$ cat src/rtl/rrts_pkg.sv
package rrts_pkg;

   localparam int TID_W   = 4;
   localparam int TIME_W  = 64;
   localparam int COUNT_W = 32;

   typedef enum logic [1:0] {
      OP_RUNNABLE = 2'd0,
      OP_WAITING  = 2'd1,
      OP_ZOMBIE   = 2'd2,
      OP_SCHEDULE = 2'd3
   } opcode_type;

   typedef enum logic [1:0] {
      STS_DONE    = 2'd0,
      STS_ILLEGAL = 2'd1,
      STS_EMPTY   = 2'd2
   } status_type;

   // per-thread scheduling state, stored as data in the thread table
   typedef enum logic [2:0] {
      TS_NEW      = 3'd0,
      TS_RUNNABLE = 3'd1,
      TS_RUNNING  = 3'd2,
      TS_WAITING  = 3'd3,
      TS_ZOMBIE   = 3'd4
   } thread_state_type;

   typedef struct packed {
      opcode_type          opcode;
      logic [TID_W-1:0]    thread_id;
      logic [TIME_W-1:0]   now_ns;
   } req_payload_type;

   typedef struct packed {
      status_type          status;
      logic [TID_W-1:0]    running_thread;
      logic [TID_W-1:0]    previous_thread;
      logic                switched;
      logic [TIME_W-1:0]   thread_wait_ns;
      logic [COUNT_W-1:0]  switch_count;
   } rsp_payload_type;

   typedef struct packed {
      logic clear;
      logic push;
      logic pop;
   } fifo_ctl_type;

   typedef struct packed {
      logic empty;
      logic full;
   } fifo_stat_type;

endpackage

$ cat src/rtl/rrts_fifo.sv
module rrts_fifo
   import rrts_pkg::*;
#(
   parameter int DEPTH = 16
) (
   input  logic                     clock,
   input  logic                     reset,
   input  fifo_ctl_type             ctl,
   input  logic [$clog2(DEPTH)-1:0] push_id,
   output logic [$clog2(DEPTH)-1:0] head_id,
   output fifo_stat_type            stat
);

   localparam int PTR_W = $clog2(DEPTH);
   localparam int CNT_W = $clog2(DEPTH + 1);

   logic [PTR_W-1:0] mem_ff [DEPTH];
   logic [PTR_W-1:0] head_ff, head_in;
   logic [PTR_W-1:0] tail_ff, tail_in;
   logic [CNT_W-1:0] count_ff, count_in;

   function automatic logic [PTR_W-1:0] next_slot(input logic [PTR_W-1:0] p);
      logic [PTR_W-1:0] r;
      if (p == PTR_W'(DEPTH - 1)) begin
         r = '0;
      end else begin
         r = p + PTR_W'(1);
      end
      return r;
   endfunction

   always_comb begin
      head_in  = ctl.pop  ? next_slot(head_ff) : head_ff;
      tail_in  = ctl.push ? next_slot(tail_ff) : tail_ff;
      count_in = count_ff;
      if (ctl.push && !ctl.pop) begin
         count_in = count_ff + CNT_W'(1);
      end else if (ctl.pop && !ctl.push) begin
         count_in = count_ff - CNT_W'(1);
      end
   end

   always_ff @(posedge clock) begin
      if (reset || ctl.clear) begin
         head_ff  <= '0;
         tail_ff  <= '0;
         count_ff <= '0;
      end else begin
         head_ff  <= head_in;
         tail_ff  <= tail_in;
         count_ff <= count_in;
      end
   end

   always_ff @(posedge clock) begin
      if (ctl.push) begin
         mem_ff[tail_ff] <= push_id;
      end
   end

   assign head_id    = mem_ff[head_ff];
   assign stat.empty = (count_ff == '0);
   assign stat.full  = (count_ff == CNT_W'(DEPTH));

endmodule

$ cat config.mk
export PLATFORM = sky130hd
export DESIGN_NAME = rrts_fifo
export DESIGN_NICKNAME = d
export VERILOG_FILES = /design/src/rtl/rrts_pkg.sv /design/src/rtl/rrts_fifo.sv
export SDC_FILE = /design/constraint.sdc
export NUM_CORES = 1
export LEC_CHECK = 0
export BUFFER_PORTS_ARGS = -buffer_cell sky130_fd_sc_hd__buf_2
export CORE_ASPECT_RATIO = 0.9
export CORE_MARGIN = 5
export CORE_UTILIZATION = 58
export DETAILED_ROUTE_END_ITERATION = 10
export PLACE_DENSITY = 0.87
export SYNTH_ARGS = -nofsm -noshare
export SYNTH_HDL_FRONTEND = slang
export SYNTH_SLANG_ARGS = --single-unit
$ cat constraint.sdc
create_clock -name clock -period 2.4 [get_ports clock]
set_clock_uncertainty 0.2 [all_clocks]
set_input_delay 0.48 -clock clock [delete_from_list [all_inputs] [get_ports clock]]
set_output_delay 0.48 -clock clock [all_outputs]
set_load 0.01 [all_outputs]
# ---- Yosys cells after proc, flatten, opt, wreduce, memory -nomap -nowiden
# Memory sizes are Yosys's and may differ from the RTL's. A register that Yosys moved wholly into a read port is not among the register bits.
# Index checks and enable logic that the tools add are counted.
dict set report totals {
  regBits 13
  latchBits 0
  ram_bits 64
  romBits 0
  inputBits 9
  wordCells 26
  memories 1
}
dict set report classes {
  add_sub_neg 4
  mul 0
  div 0
  order_cmp 0
  n_eq_ne 3
  n_shift 0
  muxes 8
  n_bitwise 0
  reduce_logical 7
}
# memory words word_bits read_ports rd_ports_with_merged_regs write_ports line
set mem_list {}
lappend mem_list {mem_ff 16 4 1 1 1 rrts_fifo.sv:17} ;# logic [PTR_W-1:0] mem_ff [DEPTH];
# op n
set op_table {}
lappend op_table {{4-bit two-way mux} 4}
lappend op_table {{5-bit two-way mux} 2}
lappend op_table {{4-bit by 1-bit adder with 4-bit output, second input constant} 2}
lappend op_table {{4-bit == test, second input constant} 2}
lappend op_table {{5-bit by 1-bit adder with 5-bit output, second input constant} 1}
lappend op_table {{5-bit == test, second input constant} 1}
lappend op_table {{5-bit logical NOT} 1}
lappend op_table {{5-bit by 1-bit subtractor with 5-bit output, second input constant} 1}
lappend op_table {{1-bit logical AND} 2}
lappend op_table {{1-bit logical NOT} 2}
lappend op_table {{1-bit two-way mux} 2}
lappend op_table {{2-bit nonzero test} 1}
lappend op_table {{1-bit logical OR} 1}

# ---- Logic depth before layout (Yosys ltp)
# Gate-level depths: netlist of the first run.
dict set report logic_depth {
  ltp_word 4
  ltp_mapped 8
}

# ---- Least setup slack after synthesis of the first run
# OpenSTA, ideal clock, no wires.
dict set report synth_path {
  kind {input -> register}
  from {input port ctl[0] (netlist name)}
  to {register count_ff[4]}
  arrival_ns 1.800
  slack_ns 0.343
  path_stages 8
  path_cell_list {inv_1 > ha_1 > inv_1 > ha_1 > a21oi_1 > a211o_1 > a211oi_1 > a31o_2}
}
dict set report synth_via {
  elab_chain_cells 3
  word_cells_on_any_way 5
}
# element line
set synth_rtl {}
lappend synth_rtl {{start, declared} rrts_fifo.sv:8} ;# input fifo_ctl_type ctl,
lappend synth_rtl {{1-bit logical NOT} rrts_fifo.sv:36} ;# if (ctl.push && !ctl.pop) begin
lappend synth_rtl {{1-bit logical AND} rrts_fifo.sv:36}
lappend synth_rtl {{5-bit two-way mux or 2-bit nonzero test (tied branches)} n/a}
lappend synth_rtl {{end signal, assigned} rrts_fifo.sv:51} ;# count_ff <= count_in;
lappend synth_rtl {{end, declared} rrts_fifo.sv:20} ;# logic [CNT_W-1:0] count_ff, count_in;
# Parallel ways exist; a longest one is shown, timed or not.
# A chain may end at the register's enable or synchronous reset.

==> impl_metrics.yaml, run 1 <==
synth:
  synth_cell_types: 34
  syn_avg_cell_area_um2: 16.2
  postSynthNetCount: 231
  synthArstFlopShare: 0
  synth_ff_type: "edfxtp_1"
  synth_area_mm2: 0.00343
  synth-seq-cells: 81
  synthCells: 212
  synth_area_leaders: "edfxtp_1 (56%), mux4_1 (12%), dfxtp_1 (9.9%)"
  ys_warn_count: 0
  yosysSeqAreaShare: 0.660
  yosysTopAreaCell: "edfxtp_1"
  yosysTopAreaCellShare: 0.560
  synth_edf_count: 64
clock_network:
  cts_tree: "yes"
  clkLatencyLatePin_ns: 0.35
  cts_buffers: 9
  root_buffer: "clkbuf_8"
  path_clk_slew_ns: 0.08
  cts.sinks: 81
  cts_max_level: 3
  cts.path.max_buffers: 2
  ctsHoldBuffers: 0
detailed_routing:
  via_per_inst: 5.94
  antenna_left: 0
  drtPass1Iterations: 4
  vias: 1831
  drt-total-wl_mm: 5.95
  dr.first_iter.drc_count: 185
  drc_errors: 0
  routedWlPerCell_um: 19.3
floorplanning:
  io_pins: 15
  die_w_um: 91.1
  core_mm2: 0.00573
  initial_core_util: 0.599
  rows: 26
  die_h_um: 83.0
  die_area_mm2: 0.00755
sta:
  final_max_slew_viol_count: 0
  finalHoldViolations: 0
  relSlewSlack: 0.691
  worst_pin_slew_ns: 0.462
  finalSetupViolations: 4
  setup_tns_ns: -0.274
  rsz0062_at_grt: "yes"
  max_freq_mhz: 399
  setup_ws_ns: -0.107
  post-route-min-period_ns: 2.51
  period_share: 1.04
placement:
  pre_cts_ws_ns: 0.0816
  dp.cells: 291
  post-dp-hpwl_mm: 4.07
  port_buffers: 14
  gp_congestion: 0.834
  place_area_mm2: 0.00356
worst_setup_path:
  critPathTopFamily: "multiplexers"
  critPathKind: "flop to output pin"
  cp_slowest_stage_delay_ns: 0.56
  slowest_stage: "mux4_1"
  crit_fanout: 6
  required_ns: 1.72
  cp-start-kind: "flop"
  end_kind: "output pin"
  worst-path-buf-inv: 2
  arrival_ns: 1.83
  crit_path_cell_trace: "buf_8, mux4_1, a22oi_1, nand2_1, buf_2"
power_and_ir_drop:
  p_leak_nw: 1.31
  finalPower_w: 0.00267
  power.density_mw_per_mm2: 711
  vdd_drop_max_mv: 0.457
grt:
  antenna_found_initial: 0
  gr-total-overflow: 0
  grt_pass1_vias: 1890
  grt_pass1_wl_mm: 9.87
  track_usage: 0.171
  grt_max_degree: 17
layout:
  nets: 252
  postLayoutCellArea_mm2: 0.00376
  num_antenna_cells: 0
  final_cells: 308
  drive_gt1_frac: 0.231
  area_growth_pct: 9.67
  fillers: 404
outcome:
  status: "finished, violations left"
  violations: "setup timing"
flow_run:
  maxCapViolations: 0
worst_hold_path:
  hold_path_class: "input pin to flop"
[cell usage after synthesis, types with 5 or more instances]
cell type  number
a22oi_1         8
clkbuf_1        6
edfxtp_1       64
dfxtp_1        17
mux4_1         16
inv_1           5
ha_1            9
a21oi_1         7
nor2_1         17
nand2_1        10
and2_1         17
nand3_1         6
[cells in the final DEF (no fill, tap or decap), types with 3 or more instances in the layout]
master	count
xor2_1	3
a21oi_1	7
ha_1	9
inv_1	5
clkbuf_8	9
a22oi_2	5
mux4_1	3
a22oi_1	3
and2_1	17
nand3_1	6
nand2_1	10
edfxtp_1	64
nor2_1	17
mux2i_1	3
dfxtp_1	16
mux4_2	13
buf_2	14
[timing repair]
action                     4_1_cts  5_1_grt
gates resized for setup         23        2
pin swaps                        7        1
setup buffers                    0        0
setup endpoints to repair        4        4
gates cloned                     1        0
[per-layer routing]
| layer | global-route usage | up-vias | wire [µm] |
|---|---|---|---|
| met2 | 0.263 | 48 | 2890 |
| met1 | 0.232 | 918 | 2660 |
| li1 | - | 856 | - |
| met3 | 0.0533 | 9 | 318 |
| met5 | 0 | - | 0 |
| met4 | 0.0560 | 0 | 86 |
[worst paths after layout]
path / cells after the start / to / slack [ns] / from
min: 4 / count_ff[3] / 0.25 / reset
min reg2reg: 2 / count_ff[3] / 0.33 / count_ff[3]
max reg2reg: 5 / count_ff[4] / 0.71 / count_ff[0]
max: 5 / head_id[0] / -0.11 / flop
[cell type report]
| class | count | area [µm²] | share of cell area |
|---|---|---|---|
| Sequential cell | 81 | 2270 | 0.602 |
| Tap cell | 70 | 87.6 | 0.0233 |
| Multi-Input combinational cell | 117 | 1070 | 0.283 |
| Inverter | 5 | 18.8 | 0.00499 |
| Clock buffer | 9 | 124 | 0.0329 |
| Timing Repair Buffer | 19 | 123 | 0.0326 |
| Clock inverter | 7 | 76.3 | 0.0203 |
[logic make-up (layout without fill, tap and decap cells)]
logic type	after synthesis	count (layout)	share of synthesized area
DFF	81	81	0.660
adders and majority gates	10	10	0.0387
buffers and inverters	14	40	0.0226
and+or+nand+nor	60	60	0.0894
xor gates and xnor gates	4	4	0.0102
AOI/OAI and AO/OA	24	24	0.0482
muxes	19	19	0.131
[power by group]
group          total [W]  internal (W)  switching [W]
registers        0.00154       0.00153      0.0000131
logic           0.000160     0.0000729      0.0000869
clock network   0.000974      0.000487       0.000487
total            0.00267       0.00209       0.000587
[tightest hold or removal path, stage by stage]
cell and delay (ns):
buf_2 0.08, nor2_1 0.04, nand3_1 0.07, nand3_1 0.07
[state kept, by name, indices dropped and copies added (netlist names), named ones only]
signal / cells
tail_ff: 4
mem_ff: 64
count_ff: 5
head_ff: 4
[per-stage QoR]
| step | utilization | hold slack (ns) |
|---|---|---|
| 2_1_floorplan | - | 0.273 |
| 3_3_place_gp | 0.622 | 0.307 |
| 3_5_place_dp | 0.622 | 0.319 |
| 4_1_cts | 0.657 | 0.238 |
| 5_1_grt | 0.657 | 0.283 |
| 6_report | 0.657 | 0.247 |
Note: power is estimated with default switching activity, not from simulation.
==> run 2: changes to the inputs <==
--- a/config.mk
+++ b/config.mk
@@ -11,6 +11,7 @@
 export CORE_UTILIZATION = 58
 export DETAILED_ROUTE_END_ITERATION = 10
 export PLACE_DENSITY = 0.87
+export RECOVER_POWER = 50
 export SYNTH_ARGS = -nofsm -noshare
 export SYNTH_HDL_FRONTEND = slang
 export SYNTH_SLANG_ARGS = --single-unit
==> run 2 against run 1 <==
The run still ends with setup timing left; worst hold slack hardly changed; sequential share of layout area is 0.10 points higher; non-clock buffer count did not move; clock-buffer cell count unchanged; total power about the same; via count down 0.27%; largest cell class unchanged.
==> impl_metrics.yaml, run 2 (synthesis gave the netlist of run 1 again) <==
detailed_routing:
  via_per_inst: 5.93
  routedWlPerCell_um: 19.3
  dr.first_iter.drc_count: 185
  drc_errors: 0
  drtPass1Iterations: 4
  vias: 1826
  antenna_left: 0
  drt-total-wl_mm: 5.95
sta:
  finalHoldViolations: 0
  period_share: 1.04
  max_freq_mhz: 399
  setup_ws_ns: -0.106
  rsz0062_at_grt: "yes"
  finalSetupViolations: 4
  final_max_slew_viol_count: 0
  relSlewSlack: 0.560
  post-route-min-period_ns: 2.51
  hold-worst-slack_ns: 0.247
  worst_pin_slew_ns: 0.659
power_and_ir_drop:
  finalPower_w: 0.00267
  p_leak_nw: 1.29
  power.density_mw_per_mm2: 711
  vdd_drop_max_mv: 0.455
layout:
  area_growth_pct: 9.49
  drive_gt1_frac: 0.210
  nets: 252
  final_cells: 308
  postLayoutCellArea_mm2: 0.00375
  largest_reg_flops: 64
  final_cell_mix: "edfxtp_1 (64), nor2_1 (17), and2_1 (17)"
  fillers: 407
  final_common_cell: "edfxtp_1"
  top_regs: "mem_ff x64, count_ff x5"
  top_register: "mem_ff"
  num_antenna_cells: 0
floorplanning:
  die_w_um: 91.1
  initial_core_util: 0.599
  die_area_mm2: 0.00755
  io_pins: 15
  die_h_um: 83.0
  core_mm2: 0.00573
  rows: 26
clock_network:
  cts.sinks: 81
  clkLatencyLatePin_ns: 0.35
  root_buffer: "clkbuf_8"
  cts_buffers: 9
  cts_max_level: 3
  ctsHoldBuffers: 0
  path_clk_slew_ns: 0.08
  cts_tree: "yes"
  post-cts-setup-buffer-count: 0
  cts.path.max_buffers: 2
worst_setup_path:
  worst-path-buf-inv: 2
  cp-start-kind: "flop"
  slowest_stage: "mux4_1"
  critPathTopFamily: "multiplexers"
  crit_path_cell_trace: "buf_8, mux4_1, a22oi_1, nand2_1, buf_2"
  arrival_ns: 1.83
  crit_fanout: 6
  critPathKind: "flop to output pin"
  reg2reg_from: "count_ff[0]"
  end_kind: "output pin"
  required_ns: 1.72
  cp_slowest_stage_delay_ns: 0.56
grt:
  antenna_found_initial: 0
  grt_pass1_wl_mm: 9.87
  grt_max_degree: 17
  grt_pass1_vias: 1890
  gr-total-overflow: 0
  track_usage: 0.171
placement:
  gp_congestion: 0.834
  place_area_mm2: 0.00356
  port_buffers: 14
  dp.cells: 291
  post-dp-hpwl_mm: 4.07
outcome:
  violations: "setup timing"
  status: "finished, violations left"
worst_hold_path:
  hold_path_class: "input pin to flop"
  hp-start: "reset"
flow_run:
  maxCapViolations: 0
[run 2: final cells by class]
| type | count | area, µm² | share of cell area |
|---|---|---|---|
| clock buffer | 9 | 124 | 0.0330 |
| clock inverter | 7 | 76.3 | 0.0203 |
| multi-input combinational | 117 | 1070 | 0.284 |
| inverter | 5 | 18.8 | 0.00500 |
| tap | 70 | 87.6 | 0.0233 |
| timing repair buffer | 19 | 116 | 0.0310 |
| sequential | 81 | 2270 | 0.603 |
[run 2: repair_timing]
| item | 4_1_cts | 5_1_grt |
|---|---|---|
| endpoints found under the setup margin | 4 | 4 |
| gates resized for setup | 23 | 2 |
| pin swaps | 7 | 1 |
| endpoints found under the hold margin | 0 | 0 |
| gates cloned | 1 | 0 |
[run 2: path summary, 6_finish.rpt]
path                                    end  slack [ns]  cells past startpoint
worst max-delay path             head_id[0]       -0.11                      5
worst min-delay path            count_ff[3]        0.25                      4
worst max register to register  count_ff[4]        0.71                      5
worst min register to register  count_ff[3]        0.33                      2
[run 2: worst reg2reg max path, cell delays in order (launching register included)]
cell	delay [ns]
dfxtp_1	0.37
fa_1	0.48
nand3_1	0.11
a211o_1	0.15
a211oi_1	0.07
a31o_2	0.21
[run 2: layer usage]
| layer | track usage | vias up | part of all wire | wire length, µm |
|---|---|---|---|---|
| li1 | - | 856 | - | - |
| met1 | 0.232 | 919 | 0.45 | 2660 |
| met2 | 0.263 | 42 | 0.49 | 2890 |
| met3 | 0.0533 | 9 | 0.053 | 316 |
| met4 | 0.0560 | 0 | 0.014 | 86 |
| met5 | 0 | - | 0 | 0 |
[run 2: where the power goes]
part / leakage, nW / total (W) / internal [W] / switching, W
logic: 0.479 / 0.000158 / 0.0000716 / 0.0000867
registers: 0.717 / 0.00154 / 0.00153 / 0.0000132
clock network: 0.0979 / 0.000973 / 0.000487 / 0.000486
[run 2: metrics by stage]
step                worst slack (ns)   util  TNS (ns)
global placement               0.127  0.622         0
floorplan                      0.343      -         0
finish                        -0.106  0.656    -0.266
CTS                           -0.107  0.657    -0.354
global route                  -0.196  0.656    -0.671
detailed placement            0.0816  0.622         0
